File: src/hw/rtl/qdec_pkg.sv
// Shared constants, types and the transition table of the quadrature decoder.
package qdec_pkg;

  localparam int unsigned TIME_WIDTH  = 32;
  localparam int unsigned COUNT_WIDTH = 32;

  // Wide enough to compare a time difference against the 32-bit pause length.
  localparam int unsigned CMP_WIDTH   = (TIME_WIDTH > 32) ? TIME_WIDTH : 32;

  localparam int unsigned TIME_US_W   = 32;
  localparam int unsigned PAUSE_W     = 32;
  localparam int unsigned FAST_INC_W  = 8;
  localparam int unsigned CHANGE_W    = 9;
  localparam int unsigned POSITION_W  = 32;
  localparam int unsigned ACCUM_W     = 4;

  localparam int unsigned CFG_IDX_W   = 8;
  localparam int unsigned CFG_DATA_W  = 32;

  typedef enum logic [CFG_IDX_W-1:0] {
    CFG_PAUSE_LENGTH   = 8'd0,
    CFG_FAST_INCREMENT = 8'd1
  } cfg_idx_e;

  typedef logic [TIME_WIDTH-1:0]         time_t;
  typedef logic signed [COUNT_WIDTH-1:0] count_t;
  typedef logic signed [ACCUM_W-1:0]     accum_t;
  typedef logic signed [CHANGE_W-1:0]    change_t;

  // Indexed by {previous A, previous B, current A, current B}.
  localparam logic signed [1:0] TRANS_TAB [16] = '{
    2'sd0,  -2'sd1,  2'sd1,  2'sd0,
    2'sd1,   2'sd0,  2'sd0, -2'sd1,
   -2'sd1,   2'sd0,  2'sd0,  2'sd1,
    2'sd0,   2'sd1, -2'sd1,  2'sd0
  };

  localparam accum_t ACCUM_UP   = 4'sd4;
  localparam accum_t ACCUM_DOWN = -4'sd4;

endpackage

File: src/hw/rtl/qdec_if.sv
// Valid/ready channel interfaces for samples, results and configuration writes.
interface qdec_in_if;
  logic                             valid;
  logic                             ready;
  logic                             pin_a;
  logic                             pin_b;
  logic [qdec_pkg::TIME_US_W-1:0]   time_us;

  modport source (output valid, pin_a, pin_b, time_us, input ready);
  modport sink   (input valid, pin_a, pin_b, time_us, output ready);
endinterface

interface qdec_out_if;
  logic                                    valid;
  logic                                    ready;
  logic signed [qdec_pkg::CHANGE_W-1:0]    change;
  logic signed [qdec_pkg::POSITION_W-1:0]  position;

  modport source (output valid, change, position, input ready);
  modport sink   (input valid, change, position, output ready);
endinterface

interface qdec_cfg_if;
  logic                              valid;
  logic                              ready;
  logic [qdec_pkg::CFG_IDX_W-1:0]    index;
  logic [qdec_pkg::CFG_DATA_W-1:0]   data;

  modport source (output valid, index, data, input ready);
  modport sink   (input valid, index, data, output ready);
endinterface

File: src/hw/rtl/quadrature_decoder_accel.sv
// Quadrature encoder decoder with detent acceleration: top level.
//
// One pin sample per beat in, one result per beat out. Each sample is captured in an
// input register and decoded into the result register once that is free: transition
// table lookup, step accumulation, the detent check at +4/-4, and a compare of the
// time since the last same-direction detent against pause_length, which turns a +/-1
// detent into +/-fast_increment. Throughput is one sample per cycle, limited only by
// the single decode stage and output backpressure. The position counter wraps.
// Configuration writes take effect on the next decoded sample.
module quadrature_decoder_accel (
  input  logic             clk_i,
  input  logic             rst_ni,
  qdec_in_if.sink          in_i,
  qdec_out_if.source       out_o,
  qdec_cfg_if.sink         cfg_i
);

  // configuration
  logic [qdec_pkg::PAUSE_W-1:0]    pause_q;
  logic [qdec_pkg::FAST_INC_W-1:0] fast_inc_q;

  // input stage
  logic                 s1_valid_q;
  logic                 s1_a_q;
  logic                 s1_b_q;
  qdec_pkg::time_t      s1_time_q;

  // decoder state
  logic [1:0]           prev_q;
  qdec_pkg::accum_t     acc_q;
  qdec_pkg::time_t      last_up_q;
  qdec_pkg::time_t      last_down_q;
  qdec_pkg::count_t     count_q;

  // result register
  logic                 out_valid_q;
  qdec_pkg::change_t    change_q;
  logic signed [qdec_pkg::POSITION_W-1:0] position_q;

  logic                 out_free;
  logic                 out_load;
  logic                 in_fire;

  logic [3:0]           tab_idx;
  qdec_pkg::accum_t     acc_sum;
  logic                 det_up;
  logic                 det_down;
  qdec_pkg::time_t      diff;
  logic                 fast;
  qdec_pkg::change_t    mag;
  qdec_pkg::change_t    change_d;
  qdec_pkg::accum_t     acc_d;
  qdec_pkg::count_t     count_d;

  assign out_free = !out_valid_q || out_o.ready;
  assign out_load = s1_valid_q && out_free;
  assign in_i.ready = !s1_valid_q || out_free;
  assign in_fire  = in_i.valid && in_i.ready;
  assign cfg_i.ready = 1'b1;

  // decode
  assign tab_idx  = {prev_q, s1_a_q, s1_b_q};
  assign acc_sum  = acc_q + qdec_pkg::ACCUM_W'(qdec_pkg::TRANS_TAB[tab_idx]);
  assign det_up   = (acc_sum == qdec_pkg::ACCUM_UP);
  assign det_down = (acc_sum == qdec_pkg::ACCUM_DOWN);
  assign diff     = s1_time_q - (det_up ? last_up_q : last_down_q);
  assign fast     = qdec_pkg::CMP_WIDTH'(diff) < qdec_pkg::CMP_WIDTH'(pause_q);
  assign mag      = fast ? qdec_pkg::change_t'({1'b0, fast_inc_q})
                         : qdec_pkg::change_t'(1);

  always_comb begin
    change_d = '0;
    acc_d    = acc_sum;
    if (det_up) begin
      change_d = mag;
      acc_d    = '0;
    end else if (det_down) begin
      change_d = -mag;
      acc_d    = '0;
    end
  end

  assign count_d = count_q + qdec_pkg::COUNT_WIDTH'(change_d);

  always_ff @(posedge clk_i or negedge rst_ni) begin
    if (!rst_ni) begin
      pause_q    <= qdec_pkg::PAUSE_W'(25000);
      fast_inc_q <= qdec_pkg::FAST_INC_W'(10);
    end else if (cfg_i.valid) begin
      if (cfg_i.index == qdec_pkg::CFG_PAUSE_LENGTH) begin
        pause_q <= cfg_i.data[qdec_pkg::PAUSE_W-1:0];
      end
      if (cfg_i.index == qdec_pkg::CFG_FAST_INCREMENT) begin
        fast_inc_q <= cfg_i.data[qdec_pkg::FAST_INC_W-1:0];
      end
    end
  end

  always_ff @(posedge clk_i or negedge rst_ni) begin
    if (!rst_ni) begin
      s1_valid_q <= 1'b0;
    end else if (in_i.ready) begin
      s1_valid_q <= in_i.valid;
    end
  end

  always_ff @(posedge clk_i) begin
    if (in_fire) begin
      s1_a_q    <= in_i.pin_a;
      s1_b_q    <= in_i.pin_b;
      s1_time_q <= qdec_pkg::TIME_WIDTH'(in_i.time_us);
    end
  end

  always_ff @(posedge clk_i or negedge rst_ni) begin
    if (!rst_ni) begin
      prev_q      <= 2'b11;
      acc_q       <= '0;
      last_up_q   <= '0;
      last_down_q <= '0;
      count_q     <= '0;
    end else if (out_load) begin
      prev_q  <= {s1_a_q, s1_b_q};
      acc_q   <= acc_d;
      count_q <= count_d;
      if (det_up) begin
        last_up_q <= s1_time_q;
      end
      if (det_down) begin
        last_down_q <= s1_time_q;
      end
    end
  end

  always_ff @(posedge clk_i or negedge rst_ni) begin
    if (!rst_ni) begin
      out_valid_q <= 1'b0;
    end else if (out_free) begin
      out_valid_q <= s1_valid_q;
    end
  end

  always_ff @(posedge clk_i) begin
    if (out_load) begin
      change_q   <= change_d;
      position_q <= qdec_pkg::POSITION_W'(count_d);
    end
  end

  assign out_o.valid    = out_valid_q;
  assign out_o.change   = change_q;
  assign out_o.position = position_q;

  // accumulator never rests at a detent value
  assert property (@(posedge clk_i) disable iff (!rst_ni)
    acc_q != qdec_pkg::ACCUM_UP && acc_q != qdec_pkg::ACCUM_DOWN
    && acc_q != 4'sd5 && acc_q != -4'sd5)
    else $error("step accumulator out of range");

  // a nonzero change always comes with a cleared accumulator
  assert property (@(posedge clk_i) disable iff (!rst_ni)
    out_load |=> (change_q == '0) || (acc_q == '0))
    else $error("detent without accumulator clear");

  // counter moves by exactly the reported change
  assert property (@(posedge clk_i) disable iff (!rst_ni)
    out_load |=> count_q == $past(count_q) + qdec_pkg::COUNT_WIDTH'(change_q))
    else $error("position counter mismatch");

  // an empty pipeline always takes a sample
  assert property (@(posedge clk_i) disable iff (!rst_ni)
    (!s1_valid_q && !out_valid_q) |-> in_i.ready)
    else $error("idle decoder stalls input");

endmodule

File: src/flat_wrapper.sv
// flat-port wrapper written by rule: the top's interface ports become plain ports
module quadrature_decoder_accel_flat 
  (clk_i, rst_ni, in_i_valid, in_i_pin_a, in_i_pin_b, in_i_time_us, in_i_ready, out_o_valid, out_o_change, out_o_position, out_o_ready, cfg_i_valid, cfg_i_index, cfg_i_data, cfg_i_ready);
  qdec_in_if in_i_i ();
  qdec_out_if out_o_i ();
  qdec_cfg_if cfg_i_i ();
  input  logic clk_i;
  input  logic rst_ni;
  input wire logic [$bits(in_i_i.valid)-1:0] in_i_valid;
  input wire logic [$bits(in_i_i.pin_a)-1:0] in_i_pin_a;
  input wire logic [$bits(in_i_i.pin_b)-1:0] in_i_pin_b;
  input wire logic [$bits(in_i_i.time_us)-1:0] in_i_time_us;
  output wire logic [$bits(in_i_i.ready)-1:0] in_i_ready;
  output wire logic [$bits(out_o_i.valid)-1:0] out_o_valid;
  output wire logic [$bits(out_o_i.change)-1:0] out_o_change;
  output wire logic [$bits(out_o_i.position)-1:0] out_o_position;
  input wire logic [$bits(out_o_i.ready)-1:0] out_o_ready;
  input wire logic [$bits(cfg_i_i.valid)-1:0] cfg_i_valid;
  input wire logic [$bits(cfg_i_i.index)-1:0] cfg_i_index;
  input wire logic [$bits(cfg_i_i.data)-1:0] cfg_i_data;
  output wire logic [$bits(cfg_i_i.ready)-1:0] cfg_i_ready;
  assign in_i_i.valid = in_i_valid;
  assign in_i_i.pin_a = in_i_pin_a;
  assign in_i_i.pin_b = in_i_pin_b;
  assign in_i_i.time_us = in_i_time_us;
  assign in_i_ready = in_i_i.ready;
  assign out_o_valid = out_o_i.valid;
  assign out_o_change = out_o_i.change;
  assign out_o_position = out_o_i.position;
  assign out_o_i.ready = out_o_ready;
  assign cfg_i_i.valid = cfg_i_valid;
  assign cfg_i_i.index = cfg_i_index;
  assign cfg_i_i.data = cfg_i_data;
  assign cfg_i_ready = cfg_i_i.ready;
  quadrature_decoder_accel u_core (.clk_i(clk_i), .rst_ni(rst_ni), .in_i(in_i_i), .out_o(out_o_i), .cfg_i(cfg_i_i));
endmodule
File: config.mk
export PLATFORM = sky130hd
export DESIGN_NAME = quadrature_decoder_accel_flat
export DESIGN_NICKNAME = d
export VERILOG_FILES = /design/src/hw/rtl/qdec_pkg.sv /design/src/hw/rtl/qdec_if.sv /design/src/hw/rtl/quadrature_decoder_accel.sv /design/src/flat_wrapper.sv
export SDC_FILE = /design/constraint.sdc
export NUM_CORES = 1
export LEC_CHECK = 0
export BUFFER_PORTS_ARGS = -buffer_cell sky130_fd_sc_hd__buf_2
export CAP_MARGIN = 20
export CORE_UTILIZATION = 60
export CTS_CLUSTER_DIAMETER = 30
export DETAILED_ROUTE_END_ITERATION = 6
export HOLD_SLACK_MARGIN = 0.03
export PLACE_DENSITY_LB_ADDON = 0.25
export SLEW_MARGIN = 40
export SYNTH_ARGS = -nofsm -noshare
export SYNTH_HDL_FRONTEND = slang
export SYNTH_SLANG_ARGS = --single-unit
export TNS_END_PERCENT = 1
File: constraint.sdc
create_clock -name clk_i -period 24 [get_ports clk_i]
set_clock_uncertainty 0.1 [all_clocks]
set_input_delay 1.2 -clock clk_i [delete_from_list [all_inputs] [get_ports clk_i]]
set_output_delay 1.2 -clock clk_i [all_outputs]
set_load 0.01 [all_outputs]
==> flow_summary_export.csv <==
group,metric,value,unit
synth,synth_seq_area_share,0.4858,
route,dr.pass1.iters,6,
floorplan,dieArea,0.02071,sq mm
floorplan,coreArea,0.01959,sq mm
route,dr.first_iter.drc_count,406,
hold_path,hp-start,"u_core.last_down_q[0]",
worst_setup_path,cp.depth,43,
final_layout,area_growth,19.05,%
synth,netlist_area,0.01208,sq mm
sta,period_needed,11500,ps
synth,synth-edff-count,75,
final_layout,instances_no_fill,1532,
synth,synthArstFlopShare,0.6575,
sta,slew_viol_final,0,
final_layout,final_layout_size_suffix_gt1_frac,0.2147,
sta,rsz0062_at_grt,"no",
sta,fin_crit_sh,0.4793,
global_route,gr-total-overflow,0,
outcome,status,"completed",
worst_setup_path,cp_num_buf_inv,3,
clock_network,htreeDepth,2,
worst_setup_path,regToRegEndpoint,"u_core.count_q[30]",
synth,synth.area.mux_share,0.1042,
worst_setup_path,crit_path_max_fanout,35,
worst_setup_path,setup.worst_path.end_class,"register",
route,routed_wl,25080,microns
floorplan,start_util,0.6167,
hold_path,min_delay_path_depth,2,
global_route,grt_pass1_vias,8562,
sta,tns,0,ps
sta,finalHoldViolations,0,
pwr,p_leak,6.852,nW
worst_setup_path,critPathRequiredTime,24290,ps
synth,ys_ff_latch,219,
sta,max_slew_margin,0.4675,
place,dp_hpwl,16940,microns
clock_network,clock_path_buffers,3,
synth,synth_fa_ha_area_frac,0.1096,
worst_setup_path,crit_top_cell,"ha_1",
pwr,p_per_area,129.9,mW/mm^2
synth,synthFlopType,"dfrtp_1",
floorplan,die_width,143.9,microns
worst_setup_path,crit_path_start_kind,"register",
route,viasPerCell,5.634,
synth,avgSynthCellArea,11.09,sq um
global_route,grt_usage,0.2538,
route,drc,0,
pwr,ir_drop,0.00008004,V
place,gp_routability_congestion,0.8794,
worst_setup_path,regToRegStartpoint,"u_core.s1_b_q",
route,wl_per_cell,16.37,microns
synth,synth_compound_area_frac,0.1254,
clock_network,root_buffer,"clkbuf_16",
clock_network,clock_latency,510,ps
worst_setup_path,max_stage_delay,660,ps
sta,finalSetupViolations,0,
clock_network,numCtsBuffers,42,
hold_path,whs_endpoint,"u_core.last_down_q[0]",
clock_network,holdBufCountCts,0,
worst_setup_path,ff2ff_path_depth,43,
synth,synth_cell_types,64,
flow_run,cap_violations,0,
clock_network,cts-resized-gates,0,
synth,synth_fp_nets,1272,
synth,ys_warn_count,0,
clock_network,path_clk_slew,50,ps
place,portBuffers,121,
route,route.vias.total,8631,
synth,yosys.area_share.simple,0.1017,
synth,synth_xor_area_frac,0.04754,
final_layout,num_antenna_cells,0,
place,dp.cells,1454,
clock_network,clock_sinks,219,
sta,tightest_slew,788.5,ps
global_route,grt_pass1_wl,41010,microns
floorplan,ioPinCount,123,
sta,fin_ws,12500,ps
worst_setup_path,r2r_setup_slack,12500,ps
global_route,grt_max_degree,84,
clock_network,post-cts-setup-buffers,0,
clock_network,cts_tree,"built",
global_route,antenna_found_initial,0,
worst_setup_path,crit_family,"compound AO/OA/AOI/OAI gates",
floorplan,die_y,143.9,microns
worst_setup_path,cp.arrival,11790,ps
route,ant_nets,0,
synth,synth_top_family_by_area,"compound AO/OA/AOI/OAI gates",
floorplan,row_count,51,
worst_setup_path,crit_path_top_delay_cell,"o41ai_1",
worst_setup_path,crit_type,"register to register",
place,place_ws,12650,ps
synth,syn_inst,1089,
hold_path,hp-class,"register to register",
final_layout,layout.nets,1416,
sta,fmax,86.93,MHz
through the flow:
step / util / area, sq um / hold WS, ps / power, mW
final: 0.7341 / 14380 / 384.9 / 1.868
after global routing: 0.7341 / 14380 / 402.7 / 1.992
after CTS: 0.7339 / 14380 / 385.5 / 1.873
after detailed placement: 0.6626 / 12980 / 371.5 / 1.294
after global placement: 0.6624 / 12980 / 365.3 / 1.266
after floorplan: - / 12080 / 346.0 / 1.125
worst max-delay path by stage:
| stage | from | to | slack [ps] |
|---|---|---|---|
| 2_1_floorplan | u_core.s1_b_q | u_core.out_o.position[31] | 13850 |
| 3_3_place_gp | u_core.s1_b_q | u_core.out_o.position[31] | 12650 |
| 3_5_place_dp | u_core.s1_b_q | u_core.count_q[31] | 12650 |
| 4_1_cts | u_core.s1_b_q | u_core.count_q[30] | 12570 |
| 5_1_grt | u_core.s1_b_q | u_core.count_q[30] | 11670 |
| 6_report | u_core.s1_b_q | u_core.count_q[30] | 12500 |
cell usage after synthesis (4+ instances only):
cell,instances,area [sq um]
inv_1,48,180.2
nand2b_1,11,68.82
xor2_1,21,183.9
a31oi_1,8,50.05
dfrtp_1,134,3353
nor2b_1,10,62.56
nand3_1,14,70.07
o21ai_0,59,295.3
edfxtp_1,75,2252
o21ai_1,6,30.03
and2_1,5,31.28
ha_1,101,1264
nor3_1,9,45.04
mux2_2,56,630.6
nand2_1,139,521.8
a21oi_1,65,325.3
a311oi_1,4,35.03
a211oi_1,7,52.55
a21o_1,38,285.3
and3_1,11,68.82
clkbuf_1,22,82.58
nand4_1,9,56.30
dfstp_2,10,262.8
buf_1,6,22.52
nor4_1,6,37.54
a211o_1,4,35.03
mux2i_1,29,290.3
o31ai_1,8,60.06
mux2_1,26,292.8
xnor2_1,40,350.3
nor2_1,39,146.4
o21a_1,15,112.6
or3_1,5,31.28
o21bai_1,5,37.54
placed cells by master, fill, tap and decap left out, types with 9 or more instances in the layout:
cell type	instances
a21o_1	38
a21oi_1	65
and3_1	11
buf_2	120
clkbuf_16	46
clkinv_2	10
dfrtp_1	134
dfstp_2	10
edfxtp_1	75
ha_1	101
inv_1	48
mux2_1	26
mux2_2	56
mux2i_1	29
nand2_1	139
nand2b_1	11
nand3_1	14
nand4_1	9
nor2_1	38
nor2b_1	10
nor3_1	9
o21a_1	14
o21ai_0	59
xnor2_1	40
xor2_1	21
logic make-up after synthesis:
group	after synthesis
other	1
AOI/OAI and AO/OA	241
DFF	219
adders and majority gates	104
xor gates and xnor gates	63
muxes	113
buffers and inverters	79
and+or+nand+nor	269
power by group:
part	internal, mW	switching (mW)
combinational	0.339	0.416
clock	0.379	0.188
sequential	0.497	0.0496
total	1.22	0.653
state kept, by name, indices dropped and copies added (netlist names):
name and cells:
u_core.count_q 32, u_core.last_down_q 32, u_core.last_up_q 32, u_core.out_o.position 32
u_core.pause_q 32, u_core.s1_time_q 32, u_core.out_o.change 9, u_core.fast_inc_q 8
u_core.acc_q 4, u_core.prev_q 2, u_core.out_o.valid 1, u_core.s1_a_q 1
u_core.s1_b_q 1, u_core.s1_valid_q 1
area by class of cell:
cell class	instances	area [sq um]
sequential	219	5868
inverter	49	183.9
tap	265	331.6
clock buffer	54	1181
multi-input combinational	791	5914
clock inverter	24	215.2
fill	1352	5209
timing repair buffer	130	686.9
layer usage:
layer / global-route usage / vias up / part of all wire
met3: 0.04399 / 53 / 0.050
met5: 0 / - / 0
met1: 0.3284 / 4134 / 0.44
met2: 0.4279 / 206 / 0.48
met4: 0.09071 / 0 / 0.024
li1: - / 4238 / -
worst register-to-register path: cells and delay by family (launching register included):
kind	cells	cell delay (ps)
AOI/OAI and AO/OA	18	4730
muxes	3	1090
and+or+nand+nor	8	1590
adders and majority gates	7	1830
buffers and inverters	3	820
DFF	1	370
xor gates and xnor gates	4	870
No activity file was read; power rests on OpenSTA's default activity.
